<file path="src/hsfcm_pkg.sv">
// Shared types, constants and helper functions for the sensor frame check monitor.
`timescale 1ns / 1ps

package hsfcm_pkg;

	// APB register map
	localparam int ADDR_W = 4;
	localparam int DATA_W = 32;
	localparam logic [1:0] REG_TICK_DIVIDE     = 2'd0;
	localparam logic [1:0] REG_FAULT_LIMIT     = 2'd1;
	localparam logic [1:0] REG_ST_FAULT_LIMIT  = 2'd2;
	localparam logic [1:0] REG_SELF_TEST       = 2'd3;

	localparam logic [7:0] TICK_DIVIDE_RST     = 8'd3;
	localparam logic [7:0] FAULT_LIMIT_RST     = 8'd10;
	localparam logic [7:0] ST_FAULT_LIMIT_RST  = 8'd3;

	// Request queue between front and back
	localparam int QUEUE_DEPTH = 2;
	localparam int QPTR_W      = 1;
	localparam int QCNT_W      = 2;

	localparam logic [2:0] FRAME_BYTES = 3'd6;
	localparam logic [7:0] CRC_POLY    = 8'h31;
	localparam logic [7:0] CRC_INIT    = 8'hFF;
	localparam logic [7:0] MISS_MAX    = 8'hFF;

	typedef enum logic [1:0] {
		REQ_TICK = 2'd0,
		REQ_ACK  = 2'd1,
		REQ_BYTE = 2'd2,
		REQ_NONE = 2'd3
	} req_kind_t;

	typedef enum logic [1:0] {
		ACT_NONE = 2'd0,
		ACT_CMD  = 2'd1,
		ACT_READ = 2'd2
	} action_t;

	typedef struct packed {
		req_kind_t  kind;
		logic [7:0] data;
	} item_t;

	typedef struct packed {
		logic [7:0] tick_divide;
		logic [7:0] fault_limit;
		logic [7:0] self_test_fault_limit;
		logic       self_test;
	} cfg_t;

	// CRC-8, MSB first, one byte
	function automatic logic [7:0] crc8_byte(input logic [7:0] crc, input logic [7:0] b);
		logic [7:0] c;
		c = crc ^ b;
		for (int k = 0; k < 8; k++) begin
			c = c[7] ? ((c << 1) ^ CRC_POLY) : (c << 1);
		end
		return c;
	endfunction

	// raw*100/65535 truncated: quotient estimate from the top bits, then one correction
	function automatic logic [6:0] hum_percent(input logic [15:0] raw);
		logic [22:0] prod;
		logic [6:0]  q0;
		logic [16:0] rem;
		prod = {7'd0, raw} * 23'd100;
		q0   = prod[22:16];
		rem  = {1'b0, prod[15:0]} + {10'd0, q0};
		return (rem >= 17'h0FFFF) ? q0 + 7'd1 : q0;
	endfunction

endpackage

</file>
<file path="src/hsfcm_regs.sv">
// APB configuration registers.
`timescale 1ns / 1ps

module hsfcm_regs (
	input  logic                          clk,
	input  logic                          arst_n,
	input  logic                          psel,
	input  logic                          penable,
	input  logic                          pwrite,
	input  logic [hsfcm_pkg::ADDR_W-1:0]  paddr,
	input  logic [hsfcm_pkg::DATA_W-1:0]  pwdata,
	output logic [hsfcm_pkg::DATA_W-1:0]  prdata,
	output logic                          pready,
	output hsfcm_pkg::cfg_t               cfg
);

	hsfcm_pkg::cfg_t cfg_q;
	logic [1:0]      reg_sel;
	logic            wr_en;

	assign reg_sel = paddr[hsfcm_pkg::ADDR_W-1:2];
	assign wr_en   = psel && penable && pwrite;
	assign pready  = 1'b1;
	assign cfg     = cfg_q;

	always_ff @(posedge clk or negedge arst_n) begin
		if (!arst_n) begin
			cfg_q.tick_divide           <= hsfcm_pkg::TICK_DIVIDE_RST;
			cfg_q.fault_limit           <= hsfcm_pkg::FAULT_LIMIT_RST;
			cfg_q.self_test_fault_limit <= hsfcm_pkg::ST_FAULT_LIMIT_RST;
			cfg_q.self_test             <= 1'b0;
		end else if (wr_en) begin
			case (reg_sel)
				hsfcm_pkg::REG_TICK_DIVIDE:    cfg_q.tick_divide <= pwdata[7:0];
				hsfcm_pkg::REG_FAULT_LIMIT:    cfg_q.fault_limit <= pwdata[7:0];
				hsfcm_pkg::REG_ST_FAULT_LIMIT: cfg_q.self_test_fault_limit <= pwdata[7:0];
				hsfcm_pkg::REG_SELF_TEST:      cfg_q.self_test <= pwdata[0];
				default: ;
			endcase
		end
	end

	always_comb begin
		case (reg_sel)
			hsfcm_pkg::REG_TICK_DIVIDE:    prdata = {24'd0, cfg_q.tick_divide};
			hsfcm_pkg::REG_FAULT_LIMIT:    prdata = {24'd0, cfg_q.fault_limit};
			hsfcm_pkg::REG_ST_FAULT_LIMIT: prdata = {24'd0, cfg_q.self_test_fault_limit};
			hsfcm_pkg::REG_SELF_TEST:      prdata = {31'd0, cfg_q.self_test};
			default:                       prdata = '0;
		endcase
	end

endmodule

</file>
<file path="src/hsfcm_front.sv">
// Front end: accepts requests, classifies them and queues them for the back end.
`timescale 1ns / 1ps

module hsfcm_front (
	input  logic                 clk,
	input  logic                 arst_n,
	input  logic                 in_valid,
	output logic                 in_ready,
	input  logic [1:0]           req_type,
	input  logic [7:0]           rx_byte,
	output logic                 q_valid,
	output hsfcm_pkg::item_t     q_item,
	input  logic                 q_pop
);

	hsfcm_pkg::item_t                 mem_q [hsfcm_pkg::QUEUE_DEPTH];
	logic [hsfcm_pkg::QPTR_W-1:0]     wr_ptr_q;
	logic [hsfcm_pkg::QPTR_W-1:0]     rd_ptr_q;
	logic [hsfcm_pkg::QCNT_W-1:0]     count_q;
	hsfcm_pkg::item_t                 cls;
	logic                             push;
	logic                             pop;

	always_comb begin
		case (req_type)
			hsfcm_pkg::REQ_TICK: cls.kind = hsfcm_pkg::REQ_TICK;
			hsfcm_pkg::REQ_ACK:  cls.kind = hsfcm_pkg::REQ_ACK;
			hsfcm_pkg::REQ_BYTE: cls.kind = hsfcm_pkg::REQ_BYTE;
			default:             cls.kind = hsfcm_pkg::REQ_NONE;
		endcase
		cls.data = (cls.kind == hsfcm_pkg::REQ_BYTE) ? rx_byte : 8'd0;
	end

	assign in_ready = (count_q != hsfcm_pkg::QCNT_W'(hsfcm_pkg::QUEUE_DEPTH));
	assign q_valid  = (count_q != '0);
	assign q_item   = mem_q[rd_ptr_q];
	assign push     = in_valid && in_ready;
	assign pop      = q_pop && q_valid;

	always_ff @(posedge clk) begin
		if (push) begin
			mem_q[wr_ptr_q] <= cls;
		end
	end

	always_ff @(posedge clk or negedge arst_n) begin
		if (!arst_n) begin
			wr_ptr_q <= '0;
			rd_ptr_q <= '0;
			count_q  <= '0;
		end else begin
			if (push) begin
				wr_ptr_q <= wr_ptr_q + 1'b1;
			end
			if (pop) begin
				rd_ptr_q <= rd_ptr_q + 1'b1;
			end
			case ({push, pop})
				2'b10:   count_q <= count_q + hsfcm_pkg::QCNT_W'(1);
				2'b01:   count_q <= count_q - hsfcm_pkg::QCNT_W'(1);
				default: count_q <= count_q;
			endcase
		end
	end

endmodule

</file>
<file path="src/hsfcm_back.sv">
// Back end: polling prescaler, fault tracking, frame CRC check and result register.
`timescale 1ns / 1ps

module hsfcm_back (
	input  logic                 clk,
	input  logic                 arst_n,
	input  hsfcm_pkg::cfg_t      cfg,
	input  logic                 q_valid,
	input  hsfcm_pkg::item_t     q_item,
	output logic                 q_pop,
	output logic                 out_valid,
	input  logic                 out_ready,
	output logic [1:0]           action,
	output logic                 fault,
	output logic [15:0]          temperature_raw,
	output logic [6:0]           humidity_percent,
	output logic                 temperature_updated,
	output logic                 humidity_updated
);

	logic [7:0]  tick_count_q, tick_count_d;
	logic [7:0]  miss_count_q, miss_count_d;
	logic        command_phase_q, command_phase_d;
	logic        fault_flag_q, fault_flag_d;
	logic [2:0]  byte_index_q, byte_index_d;
	logic [7:0]  running_crc_q, running_crc_d;
	logic [7:0]  word_high_q;
	logic [7:0]  word_low_q;
	logic [6:0]  hum_cand_q;
	logic [15:0] temp_store_q, temp_store_d;
	logic [6:0]  hum_store_q, hum_store_d;

	logic        take;
	logic [7:0]  tick_inc;
	logic [7:0]  miss_inc;
	logic        wr_high, wr_low;
	hsfcm_pkg::action_t act_d;
	logic        t_upd_d, h_upd_d;

	logic        out_valid_q;
	logic [1:0]  action_q;
	logic        fault_q;
	logic [15:0] temp_out_q;
	logic [6:0]  hum_out_q;
	logic        t_upd_q, h_upd_q;

	assign take  = q_valid && (!out_valid_q || out_ready);
	assign q_pop = take;

	assign tick_inc = tick_count_q + 8'd1;

	always_comb begin
		tick_count_d    = tick_count_q;
		miss_count_d    = miss_count_q;
		command_phase_d = command_phase_q;
		fault_flag_d    = fault_flag_q;
		byte_index_d    = byte_index_q;
		running_crc_d   = running_crc_q;
		temp_store_d    = temp_store_q;
		hum_store_d     = hum_store_q;
		miss_inc        = (miss_count_q != hsfcm_pkg::MISS_MAX) ? miss_count_q + 8'd1 : miss_count_q;
		wr_high         = 1'b0;
		wr_low          = 1'b0;
		act_d           = hsfcm_pkg::ACT_NONE;
		t_upd_d         = 1'b0;
		h_upd_d         = 1'b0;
		case (q_item.kind)
			hsfcm_pkg::REQ_TICK: begin
				tick_count_d = tick_inc;
				if (tick_inc >= cfg.tick_divide) begin
					tick_count_d = 8'd0;
					miss_count_d = miss_inc;
					fault_flag_d = (miss_inc > cfg.fault_limit) ||
					               (cfg.self_test && (miss_inc > cfg.self_test_fault_limit));
					command_phase_d = !command_phase_q;
					if (command_phase_q) begin
						act_d = hsfcm_pkg::ACT_CMD;
					end else begin
						act_d         = hsfcm_pkg::ACT_READ;
						byte_index_d  = 3'd0;
						running_crc_d = hsfcm_pkg::CRC_INIT;
					end
				end
			end
			hsfcm_pkg::REQ_ACK: begin
				miss_count_d = 8'd0;
			end
			hsfcm_pkg::REQ_BYTE: begin
				if (byte_index_q < hsfcm_pkg::FRAME_BYTES) begin
					byte_index_d = byte_index_q + 3'd1;
					// bytes 0/3 high word, 1/4 low word, 2/5 CRC
					case (byte_index_q)
						3'd0, 3'd3: begin
							wr_high       = 1'b1;
							running_crc_d = hsfcm_pkg::crc8_byte(running_crc_q, q_item.data);
						end
						3'd1, 3'd4: begin
							wr_low        = 1'b1;
							running_crc_d = hsfcm_pkg::crc8_byte(running_crc_q, q_item.data);
						end
						default: begin
							running_crc_d = hsfcm_pkg::CRC_INIT;
							if (running_crc_q == q_item.data) begin
								if (byte_index_q == 3'd2) begin
									temp_store_d = {word_high_q, word_low_q};
									t_upd_d      = 1'b1;
								end else begin
									hum_store_d = hum_cand_q;
									h_upd_d     = 1'b1;
								end
							end
						end
					endcase
				end
			end
			default: ;
		endcase
	end

	// word capture; the humidity percentage is worked out as the low byte lands
	always_ff @(posedge clk) begin
		if (take && wr_high) begin
			word_high_q <= q_item.data;
		end
		if (take && wr_low) begin
			word_low_q <= q_item.data;
			hum_cand_q <= hsfcm_pkg::hum_percent({word_high_q, q_item.data});
		end
	end

	always_ff @(posedge clk or negedge arst_n) begin
		if (!arst_n) begin
			tick_count_q    <= 8'd0;
			miss_count_q    <= 8'd0;
			command_phase_q <= 1'b1;
			fault_flag_q    <= 1'b0;
			byte_index_q    <= hsfcm_pkg::FRAME_BYTES;
			running_crc_q   <= hsfcm_pkg::CRC_INIT;
			temp_store_q    <= 16'd0;
			hum_store_q     <= 7'd0;
			out_valid_q     <= 1'b0;
		end else begin
			if (take) begin
				tick_count_q    <= tick_count_d;
				miss_count_q    <= miss_count_d;
				command_phase_q <= command_phase_d;
				fault_flag_q    <= fault_flag_d;
				byte_index_q    <= byte_index_d;
				running_crc_q   <= running_crc_d;
				temp_store_q    <= temp_store_d;
				hum_store_q     <= hum_store_d;
				out_valid_q     <= 1'b1;
			end else if (out_ready) begin
				out_valid_q     <= 1'b0;
			end
		end
	end

	always_ff @(posedge clk) begin
		if (take) begin
			action_q   <= act_d;
			fault_q    <= fault_flag_d;
			temp_out_q <= temp_store_d;
			hum_out_q  <= hum_store_d;
			t_upd_q    <= t_upd_d;
			h_upd_q    <= h_upd_d;
		end
	end

	assign out_valid           = out_valid_q;
	assign action              = action_q;
	assign fault               = fault_q;
	assign temperature_raw     = temp_out_q;
	assign humidity_percent    = hum_out_q;
	assign temperature_updated = t_upd_q;
	assign humidity_updated    = h_upd_q;

endmodule

</file>
<file path="src/humidity_sensor_frame_check_monitor_unit.sv">
// Top level of the sensor frame check monitor.
`timescale 1ns / 1ps

// Every request gives exactly one result. Requests are base ticks, transfer
// acknowledges and received frame bytes; each tick_divide-th tick is a polling
// step that bumps the miss counter, re-evaluates the fault flag and alternates
// between a measurement command and a frame read. Frame words are CRC-8 checked
// (poly 0x31, init 0xFF) before the stored temperature or humidity changes.
// One request per cycle sustained while out_ready stays high; an accepted
// request is written into the front queue, then taken by the back end into
// the result register when the output is free. A two-entry queue lets the
// input keep taking requests while a result waits. Configuration is written
// over APB; the user must do so only while idle, the block does not enforce it.

module humidity_sensor_frame_check_monitor_unit (
	input  logic                          clk,
	input  logic                          arst_n,
	input  logic                          psel,
	input  logic                          penable,
	input  logic                          pwrite,
	input  logic [hsfcm_pkg::ADDR_W-1:0]  paddr,
	input  logic [hsfcm_pkg::DATA_W-1:0]  pwdata,
	output logic [hsfcm_pkg::DATA_W-1:0]  prdata,
	output logic                          pready,
	input  logic                          in_valid,
	output logic                          in_ready,
	input  logic [1:0]                    req_type,
	input  logic [7:0]                    rx_byte,
	output logic                          out_valid,
	input  logic                          out_ready,
	output logic [1:0]                    action,
	output logic                          fault,
	output logic [15:0]                   temperature_raw,
	output logic [6:0]                    humidity_percent,
	output logic                          temperature_updated,
	output logic                          humidity_updated
);

	hsfcm_pkg::cfg_t  cfg;
	logic             q_valid;
	hsfcm_pkg::item_t q_item;
	logic             q_pop;

	hsfcm_regs u_regs (
		.clk     (clk),
		.arst_n  (arst_n),
		.psel    (psel),
		.penable (penable),
		.pwrite  (pwrite),
		.paddr   (paddr),
		.pwdata  (pwdata),
		.prdata  (prdata),
		.pready  (pready),
		.cfg     (cfg)
	);

	hsfcm_front u_front (
		.clk      (clk),
		.arst_n   (arst_n),
		.in_valid (in_valid),
		.in_ready (in_ready),
		.req_type (req_type),
		.rx_byte  (rx_byte),
		.q_valid  (q_valid),
		.q_item   (q_item),
		.q_pop    (q_pop)
	);

	hsfcm_back u_back (
		.clk                 (clk),
		.arst_n              (arst_n),
		.cfg                 (cfg),
		.q_valid             (q_valid),
		.q_item              (q_item),
		.q_pop               (q_pop),
		.out_valid           (out_valid),
		.out_ready           (out_ready),
		.action              (action),
		.fault               (fault),
		.temperature_raw     (temperature_raw),
		.humidity_percent    (humidity_percent),
		.temperature_updated (temperature_updated),
		.humidity_updated    (humidity_updated)
	);

	// a request cannot both start a bus action and store a value
	a_act_no_update: assert property (@(posedge clk) disable iff (!arst_n)
		out_valid && (action != hsfcm_pkg::ACT_NONE) |-> !temperature_updated && !humidity_updated)
		else $error("action and value update on the same request");

	a_one_update: assert property (@(posedge clk) disable iff (!arst_n)
		out_valid |-> !(temperature_updated && humidity_updated))
		else $error("both stores updated by one request");

	a_hum_range: assert property (@(posedge clk) disable iff (!arst_n)
		out_valid |-> humidity_percent <= 7'd100)
		else $error("humidity percentage out of range");

	// back end only pops what the queue holds
	a_pop_valid: assert property (@(posedge clk) disable iff (!arst_n)
		q_pop |-> q_valid)
		else $error("queue popped while empty");

endmodule
</file>
<file path="config.mk">
export PLATFORM = sky130hd
export DESIGN_NAME = humidity_sensor_frame_check_monitor_unit
export DESIGN_NICKNAME = d
export VERILOG_FILES = /design/src/hsfcm_pkg.sv /design/src/hsfcm_regs.sv /design/src/hsfcm_front.sv /design/src/hsfcm_back.sv /design/src/humidity_sensor_frame_check_monitor_unit.sv
export SDC_FILE = /design/constraint.sdc
export NUM_CORES = 1
export LEC_CHECK = 0
export ABC_CLOCK_PERIOD_IN_PS = 6300
export BUFFER_PORTS_ARGS = -buffer_cell sky130_fd_sc_hd__buf_2
export CAP_MARGIN = 25
export CORE_AREA = 2 2 162 164
export DETAILED_ROUTE_END_ITERATION = 7
export DIE_AREA = 0 0 164 166
export PLACE_DENSITY = 0.58
export SETUP_SLACK_MARGIN = 0.3
export SLEW_MARGIN = 20
export SYNTH_ARGS = -nofsm -noshare
export SYNTH_HDL_FRONTEND = slang
export SYNTH_HIERARCHICAL = 1
export SYNTH_SLANG_ARGS = --single-unit
</file>
<file path="constraint.sdc">
create_clock -name clk -period 6.3 [get_ports clk]
set_input_delay 0.945 -clock clk [delete_from_list [all_inputs] [get_ports clk]]
set_output_delay 0.945 -clock clk [all_outputs]
set_load 0.01 [all_outputs]
</file>
* Word level (Yosys, flattened, before mapping)
Memories as Yosys holds them, arrays and structs flattened.
Cells that the tools add are included.
** Storage, ports and cells
- Bits of input ports :: 53
- RAM bits :: 20
- Flip-flop bits (word level) :: 133
- Memories :: 1
** Operators by class
- Multiplexer cells :: 51
- Magnitude comparators :: 5
- Equal/unequal tests :: 20
- Bitwise operators :: 12
- $add $sub $neg :: 9
- Multiply operators :: 1
- Reduce and logical (&&, ||, !) cells :: 34
** Memory list
- u_front.mem_q :: words 2, bits a word 10, rd ports 1, clocked after memory_dff 0, write ports 1, RTL line hsfcm_front.sv:16 : hsfcm_pkg::item_t mem_q [hsfcm_pkg::QUEUE_DEPTH];
** Operators with widths (number)
- one-hot mux 32 bit (4 select lines) :: 1
- two-way mux 16 bit :: 5
- two-way mux 8 bit :: 8
- two-way mux 6 bit :: 8
- two-way mux 7 bit :: 6
- one-hot mux 8 bit (2 select lines) :: 2
- inverter 3 bit :: 8
- multiplier 16 x 5 -> 21 bit (second input constant) :: 1
- adder 16 x 7 -> 17 bit :: 1
- >= comparator 17 x 16 -> 1 bit (second input constant) :: 1
- adder 8 x 1 -> 8 bit (second input constant) :: 2
- greater-than comparator 8 bit :: 2
- two-way mux 1 bit :: 14
- equality test 2 bit (second input constant) :: 6
- AND reduction 2 bit :: 6
- nonzero test 2 bit :: 5
- two-way mux 3 bit :: 3
- equality test 2 x 1 -> 1 bit (second input constant) :: 4
- equality test 8 bit :: 1
- >= comparator 8 bit :: 1
- logical AND 1 bit :: 8
- != test 8 bit (second input constant) :: 1
- bitwise XOR 8 bit :: 1
- adder 7 x 1 -> 7 bit (second input constant) :: 1
- 24 further kinds :: 36

* Depth between registers and ports, before layout
Gate-level depths: netlist of the first run.
An unclocked memory read counts as a cell.
- Depth in word-level cells :: 21
- Gate-level depth with buffers :: 25

* By module
Netlist of the first run, hierarchy kept.
** Modules (own cells, without submodules)
- hsfcm_back :: cells an instance 685, area each 7204.4 µm², instances 1
- hsfcm_regs :: cells an instance 109, area each 1340.0 µm², instances 1
- hsfcm_front :: cells an instance 59, area each 977.2 µm², instances 1

* Worst setup path after synthesis of the first run
Ideal clock, no wire load.
- Path kind :: flip-flop to flip-flop
- Start point :: reg u_front.rd_ptr_q
- End point :: reg u_back.hum_cand_q[1], data pin
- Data arrival time :: 5.525 ns
- Setup time :: 0.260 ns
- Buffers on the path :: 1
- Cell stages (with the launch flop) :: 25
- Required time :: 6.040 ns
- Path slack :: 0.515 ns
- Path through :: dfrtp_1 buf_2 mux2_2 ha_1 ha_1 inv_1 fa_1 inv_1 ha_1 o211ai_1 a21oi_2 o21ai_2 o21ai_0 a21oi_1 xnor2_1 ha_1 fa_1 nand2_1 a211oi_1 nor3_1 o211ai_1 a2111oi_4 a31oi_2 nor2_1 mux2_2
** RTL lines
- start: declaration :: RTL line hsfcm_front.sv:18 : logic [hsfcm_pkg::QPTR_W-1:0] rd_ptr_q;
- start signal: assignment :: RTL line hsfcm_front.sv:56 : rd_ptr_q <= rd_ptr_q + 1'b1;
- end signal: assignment :: RTL line hsfcm_back.sv:127 : hum_cand_q <= hsfcm_pkg::hum_percent({word_high_q, q_item.data});
- end: declaration :: RTL line hsfcm_back.sv:29 : logic [6:0] hum_cand_q;

==> key figures, run 1 <==
Run status
  – Run status: complete, no violations

Final layout
  – Diode count: 0
  – Nets: 1104
  – # fillers: 2445
  – Share of post-route cells with drive strength above 1: 0.279
  – Synth-to-Final Area Change: 17.2%

Timing
  – Final setup viols: 0
  – Slew HR: 0.441
  – Achievable Freq: roughly 180 MHz
  – RSZ-0062 raised after global routing: yes
  – Count of final hold-check violations: 0
  – Worst-Margin Slew: 0.835 ns
  – Clock skew: around 0.012 ns
  – Setup_tns: 0 ns
  – Tmin final: 5.69 ns
  – Final Max Slew Viols: 0
  – Period utilization: 0.903

Place
  – DP HPWL: 13.8 mm
  – PortBufs: 64
  – RePlAce Congestion: 0.812

Floorplan
  – Die footprint: 27200 µm²
  – Die Span X: 164 µm
  – Core Box Area: 25600 µm²
  – Boundary Pins: 116
  – Initial Utilization: 0.372
  – Rows: 59
  – Die Ht: 166 µm

Routing
  – 1st-pass router iterations: 5
  – First DRT Iteration DRCs: 351
  – Antenna-violating nets left: 0
  – Routed via count: 6286
  – DRC: 0
  – Via/cell ratio: 4.85
  – Routed WL: 18.9 mm
  – Wirelength per Cell: approximately 15 µm

Clock network
  – Clock Root Buffer: clkbuf_16
  – Cts hold-fix bufs: 0
  – Inserted Clock Buffers: 17
  – CTS tree: built
  – Reg clk slew, reported paths: 0.07 ns
  – Clk buf depth: 2
  – Clock sinks: ~150
  – Worst skew pair latency: 0.43 ns
  – CTS H-Tree Depth: 4

Critical path
  – Critical-path top delay cell: fa_1
  – Max incr delay on CP: 0.50 ns
  – Crit path arrival time: 5.87 ns
  – Worst-path fanout max: 6
  – Element type at the critical path end: flip-flop
  – CP Class: flip-flop to flip-flop
  – Data required time at the worst endpoint: 6.48 ns
  – Crit path launch type: flip-flop
  – Buf+Inv Stages, Crit Path: 3
  – Cell family with most CP delay: compound AO/OA/AOI/OAI gates

Synth
  – Synth top area cells: edfxtp_1 (22%), dfrtp_1 (17%), ha_1 (12%), mux2_2 (9.1%), dfstp_2 (4.7%)
  – EDFF count, synth: 71
  – Syn_area_per_cell: approximately 11 µm²
  – Yosys Warn Count: 6
  – Synth top area share: 0.224
  – Ys async rst share: 0.536
  – Syn Std Cell Area: 9520 µm²
  – Unique masters post-synth: 63
  – Largest area contributor in the netlist: edfxtp_1
  – Synthesized flop and latch total: 153
  – Seq/Total Area, Yosys: 0.442
  – Synth Instances: 853
  – Ys flop type: edfxtp_1

Global route
  – Total track usage: 0.146
  – Largest net degree at the start of global routing: 65
  – Global-route wire length before repair: roughly 31 mm
  – Initial antenna violation count: 0
  – Number of global-route vias before repair: 6034
  – Total grt overflow: 0

Worst hold path
  – Hold Path Class: flip-flop to flip-flop

Run
  – Max Cap Viol: 0
cell usage in the layout (no fill, tap or decap), drive strengths merged, types with 32 or more instances in the layout:
master	instances
buf	97
inv	79
a21oi	32
ha	90
dfrtp	65
edfxtp	71
o21ai	46
nand2	57
nand3	34
xnor2	42
mux2	77
nor2	35
synthesized netlist by cell type (11+ instances only):
cell / n
nor2_1: 35
xnor2_1: 41
o21ai_0: 42
dfrtp_1: 65
buf_4: 25
edfxtp_1: 71
ha_1: 90
mux2_2: 77
and2_1: 11
a21o_1: 13
nand2b_1: 15
clkbuf_1: 14
nand3_1: 33
dfstp_2: 17
xor2_1: 21
fa_1: 12
a21oi_1: 30
inv_1: 73
nand2_1: 57
cell families (layout without fill, tap and decap cells):
family          after synthesis  in the layout  share of synthesized area
other cells                   2             25                   0.000789
compound gates              127            127                     0.0882
simple gates                201            201                      0.106
buf+inv                     117            203                     0.0570
flops                       153            153                      0.442
fa+ha+maj                   102            102                      0.143
xor+xnor                     63             63                     0.0587
mux                          88             88                      0.104
timing repair:
item / in CTS / in global routing
pin swaps: 1 / 28
setup buffers: 3 / 5
endpoints found under the setup margin: 7 / 7
resized for setup: 5 / 37
state kept, by name, summed over array words and instances, names as in the netlist, 2 cells and up:
name / cells
u_back/miss_count_q: 8
u_front/count_q: 2
u_back/humidity_percent: 7
u_back/hum_store_q: 7
u_back/hum_cand_q: 7
u_back/temp_store_q: 16
u_back/word_low_q: 8
u_back/byte_index_q: 3
u_regs/cfg: 25
u_back/running_crc_q: 8
u_back/word_high_q: 8
u_front/mem_q: 20
u_back/temperature_raw: 16
u_back/action: 2
u_back/tick_count_q: 8
stage by stage:
step | setup WS (ns) | area [µm²] | instances | utilization | hold WS (ns)
floorplan | 0.515 | 9610 | 876 | - | 0.450
global placement | 0.160 | 10300 | 1256 | 0.401 | 0.465
detailed placement | 0.110 | 10300 | 1256 | 0.401 | 0.483
CTS | 0.371 | 10900 | 1291 | 0.426 | 0.492
global route | 0.270 | 11200 | 1297 | 0.436 | 0.515
finish | 0.611 | 11200 | 1297 | 0.436 | 0.484
final cells by class:
cell class,count,area (µm²),area share
Sequential cell,153,4210,0.377
Inverter,73,274,0.0246
Timing Repair Buffer,98,594,0.0533
Tap cell,335,419,0.0376
Multi-Input combinational cell,606,5090,0.456
Clock buffer,22,495,0.0444
Clock inverter,10,80.1,0.00718
path summary, 6_finish.rpt:
kind,cells after the start,startpoint,slack [ns],end
max in group asynchronous,2,arst_n,4.80,u_back/hum_store_q[4]
min in group asynchronous,1,arst_n,0.49,u_regs/cfg[9]
worst min-delay path,1,u_front/count_q[1],0.48,u_front/count_q[1]
worst min register to register,1,u_front/count_q[1],0.48,u_front/count_q[1]
worst max register to register,25,u_front/rd_ptr_q,0.61,u_back/hum_cand_q[1]
worst max-delay path,25,u_front/rd_ptr_q,0.61,u_back/hum_cand_q[1]
metal layers:
metal | vias to the layer above | track usage | share of wire
li1 | 3142 | - | -
met1 | 3031 | 0.214 | 0.52
met2 | 98 | 0.219 | 0.44
met3 | 15 | 0.0292 | 0.028
met4 | 0 | 0.0381 | 0.011
met5 | - | 0 | 0
Power of run 1 is not shown: default switching activity piles up to over one toggle a cycle in this logic, so the estimate is an artifact.
==> run 2, diff against run 1 <==
--- a/config.mk
+++ b/config.mk
@@ -5,12 +5,13 @@
 export SDC_FILE = /design/constraint.sdc
 export NUM_CORES = 1
 export LEC_CHECK = 0
+export ABC_AREA = 1
 export ABC_CLOCK_PERIOD_IN_PS = 6300
 export BUFFER_PORTS_ARGS = -buffer_cell sky130_fd_sc_hd__buf_2
 export CAP_MARGIN = 25
-export CORE_AREA = 2 2 162 164
+export CORE_AREA = 2 2 166 168
 export DETAILED_ROUTE_END_ITERATION = 7
-export DIE_AREA = 0 0 164 166
+export DIE_AREA = 0 0 168 170
 export PLACE_DENSITY = 0.58
 export SETUP_SLACK_MARGIN = 0.3
 export SLEW_MARGIN = 20
==> key figures, run 2 <==
Run status
  – Run status: complete, no violations

Critical path
  – CP Class: flip-flop to flip-flop
  – Element type at the critical path end: flip-flop
  – Worst-path fanout max: 11
  – Cell family with most CP delay: adder cells
  – Crit path launch type: flip-flop
  – Max incr delay on CP: 0.52 ns
  – R2R cell count: 31
  – Critical-path top delay cell: fa_1
  – Crit path top cell by count: nand2_1
  – Data required time at the worst endpoint: 6.47 ns
  – Crit path depth: 31
  – Crit path arrival time: 5.84 ns
  – Buf+Inv Stages, Crit Path: 5

Final layout
  – Most frequent cells in the layout: nand2_1 (346), inv_1 (218), ha_1 (89), o21ai_0 (85), nand3_1 (80)
  – Nets: approximately 1.5k
  – Sequential cell area: 4210 µm²
  – Synth-to-Final Area Change: 14.3%
  – # fillers: 2631
  – Most common cell after layout, fill and taps aside: nand2_1
  – Multi-input gate area: 4860 µm²
  – Diode count: 0
  – Share of post-route cells with drive strength above 1: 0.135
  – Final std cell area, no fill: ~11000 µm²
  – Max reg flops: 25

Synth
  – Ys flop type: edfxtp_1
  – Count leader, synth: nand2_1
  – Seq/Total Area, Yosys: 0.419
  – Largest area contributor in the netlist: edfxtp_1
  – Syn Std Cell Area: 10000 µm²
  – EDFF count, synth: 71
  – Unique masters post-synth: 39
  – Synth top area cells: edfxtp_1 (21%), dfrtp_1 (16%), nand2_1 (13%), ha_1 (11%), inv_1 (8.2%)
  – Synth top area share: 0.213
  – Most frequent cells after synthesis: nand2_1 (351), inv_1 (220), ha_1 (90), o21ai_0 (85), nand3_1 (82)
  – Syn_area_per_cell: 8.14 µm²
  – Ys async rst share: 0.536
  – Yosys Warn Count: 6
  – Synth Instances: 1232
  – Synthesized flop and latch total: 153

Timing
  – Period utilization: 0.900
  – Final Max Slew Viols: 0
  – RSZ-0062 raised after global routing: no
  – Slew HR: 0.416
  – Achievable Freq: ~180 MHz
  – Tmin final: 5.67 ns
  – Count of final hold-check violations: 0
  – Worst-Margin Slew: 0.876 ns
  – Final setup viols: 0
  – Setup_tns: 0 ns
  – Clock skew: 0.0182 ns

Global route
  – Global-route wire length before repair: around 36 mm
  – Total grt overflow: 0
  – Total track usage: 0.156
  – Number of global-route vias before repair: approximately 7.3k
  – Initial antenna violation count: 0
  – Largest net degree at the start of global routing: 66

Routing
  – Wirelength per Cell: 12.7 µm
  – Routed WL: 21.3 mm
  – Via/cell ratio: 4.66
  – 1st-pass router iterations: 5
  – First DRT Iteration DRCs: 471
  – Routed via count: 7820
  – DRC: 0
  – Antenna-violating nets left: 0

Clock network
  – Clock Root Buffer: clkbuf_16
  – Clk buf depth: 2
  – CTS tree: built
  – Clock sinks: 153
  – Inserted Clock Buffers: 17
  – CTS H-Tree Depth: 4
  – Reg clk slew, reported paths: approximately 0.070 ns
  – Cts hold-fix bufs: 0
  – Worst skew pair latency: 0.43 ns

Floorplan
  – Core Box Area: 26700 µm²
  – Die Span X: 168 µm
  – Die footprint: 28600 µm²
  – Initial Utilization: 0.376
  – Boundary Pins: 116
  – Rows: 60
  – Die Ht: approximately 170 µm

Worst hold path
  – Hold Path Class: primary input to asynchronous set/reset pin

Place
  – DP HPWL: around 16 mm
  – Placed cell area: 10700 µm²
  – PortBufs: 64
  – RePlAce Congestion: approximately 0.86

Run
  – Max Cap Viol: 0
## run 2: cell type report
type	instances	share of cell area
Multi-Input combinational cell	835	0.424
Sequential cell	153	0.367
Inverter	225	0.0742
Timing Repair Buffer	90	0.0452
Clock buffer	21	0.0393
Tap cell	341	0.0372
Clock inverter	11	0.0127
Timing Repair inverter	1	0.000655
## run 2: kinds of logic (layout without fill, tap and decap cells)
logic type      count (synthesis)  count (layout)  synth area share
compound gates                131             131            0.0689
xor+xnor                       38              38            0.0332
fa+ha+maj                     102             102             0.136
buf+inv                       268             348             0.111
flops                         153             153             0.419
other cells                     2              25          0.000749
simple gates                  538             539             0.230
## run 2: layer usage
metal,vias to the layer above,global-route usage,wire [µm]
met3,16,0.0251,801
met5,-,0,0
met1,3610,0.222,10800
met4,0,0.0435,241
met2,147,0.248,9410
li1,4047,-,-
## run 2: metrics by stage
stage           util  setup slack, ns  std cells  hold slack [ns]
2_1_floorplan      -             1.09       1255            0.449
3_3_place_gp   0.403            0.466       1636            0.461
3_5_place_dp   0.403            0.382       1636            0.474
4_1_cts        0.425            0.323       1668            0.367
5_1_grt        0.430            0.289       1677            0.380
6_report       0.430            0.628       1677            0.372
## run 2: path summary, 6_finish.rpt
kind,start,slack (ns),end
worst min-delay path,arst_n,0.37,u_regs/cfg[11]
worst min register to register,u_regs/cfg[17],0.48,u_regs/cfg[17]
min in group clk,u_regs/cfg[17],0.48,u_regs/cfg[17]
worst max register to register,u_front/rd_ptr_q,0.63,u_back/hum_cand_q[6]
worst max-delay path,u_front/rd_ptr_q,0.63,u_back/hum_cand_q[6]
max in group asynchronous,arst_n,4.72,u_front/rd_ptr_q
## run 2: repair_timing
item / in CTS / in global routing
setup buffers: 0 / 7
endpoints found under the setup margin: 0 / 7
gates resized for setup: 0 / 16
Power of run 2 is left out for the same reason.
==> run 3, diff against run 2 <==
--- a/config.mk
+++ b/config.mk
@@ -9,13 +9,12 @@
 export ABC_CLOCK_PERIOD_IN_PS = 6300
 export BUFFER_PORTS_ARGS = -buffer_cell sky130_fd_sc_hd__buf_2
 export CAP_MARGIN = 25
-export CORE_AREA = 2 2 166 168
+export CORE_AREA = 2 2 165 167
 export DETAILED_ROUTE_END_ITERATION = 7
-export DIE_AREA = 0 0 168 170
+export DIE_AREA = 0 0 167 169
 export PLACE_DENSITY = 0.58
 export SETUP_SLACK_MARGIN = 0.3
 export SLEW_MARGIN = 20
 export SYNTH_ARGS = -nofsm -noshare
 export SYNTH_HDL_FRONTEND = slang
-export SYNTH_HIERARCHICAL = 1
 export SYNTH_SLANG_ARGS = --single-unit
==> key figures, run 3 <==
Synth
  – Ys flop type: edfxtp_1
  – Seq/Total Area, Yosys: 0.427
  – Yosys Warn Count: 0
  – Largest area contributor in the netlist: edfxtp_1
  – Syn_area_per_cell: ~8.7 µm²
  – Count leader, synth: nand2_1
  – Synth Instances: 1134
  – Ys async rst share: 0.536
  – Synthesized flop and latch total: 153
  – Synth top area share: 0.216
  – Unique masters post-synth: 53
  – Synth top area cells: edfxtp_1 (22%), dfrtp_1 (17%), ha_1 (12%), nand2_1 (8.9%), inv_1 (7.6%)
  – Most frequent cells after synthesis: nand2_1 (234), inv_1 (200), ha_1 (91), nor2_1 (83)
  – Syn Std Cell Area: around 9900 µm²
  – EDFF count, synth: between 70 and 80

Timing
  – Final setup viols: 0
  – Clock skew: 0.0122 ns
  – Slew HR: 0.420
  – Final Max Slew Viols: 0
  – Achievable Freq: 180 MHz
  – Tmin final: about 5.6 ns
  – Count of final hold-check violations: 0
  – Worst-Margin Slew: 0.866 ns
  – Period utilization: 0.882
  – Setup_tns: 0 ns
  – RSZ-0062 raised after global routing: no

Critical path
  – Flop2flop setup slack: 0.74 ns
  – CP Class: flip-flop to flip-flop
  – Buf+Inv Stages, Crit Path: 6
  – Crit path top cell by count: nand2_1
  – R2R cell count: 32
  – Data required time at the worst endpoint: 6.47 ns
  – Critical-path top delay cell: fa_1
  – Reg-to-Reg End: u_back.hum_cand_q[4]
  – Worst-path fanout max: 7
  – Crit path launch type: flip-flop
  – Crit path to: u_back.hum_cand_q[4]
  – Crit path arrival time: around 5.7 ns
  – Setup crit start: u_front.rd_ptr_q
  – Element type at the critical path end: flip-flop
  – Crit path depth: 32
  – Cell family with most CP delay: adder cells
  – Max incr delay on CP: a little over 0.5 ns
  – R2r startpoint: u_front.rd_ptr_q

Global route
  – Total track usage: 0.145
  – Largest net degree at the start of global routing: 75
  – Total grt overflow: 0
  – Initial antenna violation count: 0
  – Global-route wire length before repair: approximately 33 mm
  – Number of global-route vias before repair: 6821

Final layout
  – Diode count: 0
  – Synth-to-Final Area Change: 13.0%
  – Max reg flops: 25
  – Most common cell after layout, fill and taps aside: nand2_1
  – Most frequent cells in the layout: nand2_1 (230), inv_1 (199), ha_1 (89), nor2_1 (83)
  – Nets: 1366
  – Share of post-route cells with drive strength above 1: 0.151
  – Final core utilization: 0.420

Routing
  – 1st-pass router iterations: 5
  – Routed via count: 7268
  – Antenna-violating nets left: 0
  – Routed WL: between 15 and 20 mm
  – First DRT Iteration DRCs: 513
  – Wirelength per Cell: about 13 µm
  – DRC: 0
  – Via/cell ratio: 4.65

Clock network
  – Cts hold-fix bufs: 0
  – Clock Root Buffer: clkbuf_16
  – CTS H-Tree Depth: 4
  – Inserted Clock Buffers: 17
  – Clock sinks: 153
  – Worst skew pair latency: approximately 0.42 ns
  – Clk buf depth: 2
  – CTS tree: built
  – Reg clk slew, reported paths: 0.06 ns

Floorplan
  – Rows: 60
  – Boundary Pins: 116
  – Die footprint: between 20000 and 30000 µm²
  – Initial Utilization: 0.372
  – Die Span X: 167 µm
  – Core Box Area: between 20000 and 30000 µm²
  – Die Ht: 169 µm

Place
  – DP HPWL: 14.9 mm
  – PortBufs: 64
  – RePlAce Congestion: 0.834

Run
  – Max Cap Viol: 0

Worst hold path
  – Hold Path Class: primary input to asynchronous set/reset pin

Run status
  – Run status: complete, no violations
run 3: cell type report:
type | instances | area [µm²]
clock buffers | 20 | 468
clock inverters | 12 | 85.1
fillers | 2614 | 15400
inverters | 202 | 761
multi-input cells | 760 | 4770
flip-flops and latches | 153 | 4210
well taps | 341 | 427
repair buffers | 76 | 410
run 3: cells by family after synthesis:
family	after synthesis	synth area share
compound gates	159	0.0961
xor+xnor	48	0.0442
fa+ha+maj	103	0.140
buf+inv	245	0.107
flops	153	0.427
other cells	2	0.000762
simple gates	424	0.186
run 3: metal layers:
metal | part of all wire | vias up | global-route usage
met5 | 0 | - | 0
met4 | 0.0090 | 0 | 0.0382
met3 | 0.036 | 12 | 0.0257
met2 | 0.44 | 118 | 0.227
met1 | 0.51 | 3359 | 0.208
li1 | - | 3779 | -
run 3: what timing repair did:
item,in CTS,in global routing
gates resized for setup,0,17
endpoints found under the setup margin,0,7
buffers inserted,0,1
run 3: metrics by stage:
step | instances | setup slack [ns] | hold slack, ns | instance area (µm²)
after floorplan | 1157 | 1.14 | 0.449 | 9940
final | 1564 | 0.743 | 0.451 | 11100
after CTS | 1561 | 0.439 | 0.450 | 11000
after detailed placement | 1529 | 0.480 | 0.465 | 10500
after global placement | 1529 | 0.510 | 0.462 | 10500
after global routing | 1564 | 0.269 | 0.464 | 11100
run 3: how the worst min path moves through the flow:
stage,cells past startpoint,slack [ns],to
after global routing,1,0.46,u_back.tick_count_q[0]
after floorplan,2,0.45,u_back.temp_store_q[10]
after detailed placement,2,0.46,u_back.temp_store_q[13]
final,1,0.45,u_back.tick_count_q[0]
after global placement,2,0.46,u_back.temp_store_q[12]
after CTS,1,0.45,u_back.tick_count_q[0]
Power of run 3 is left out for the same reason.
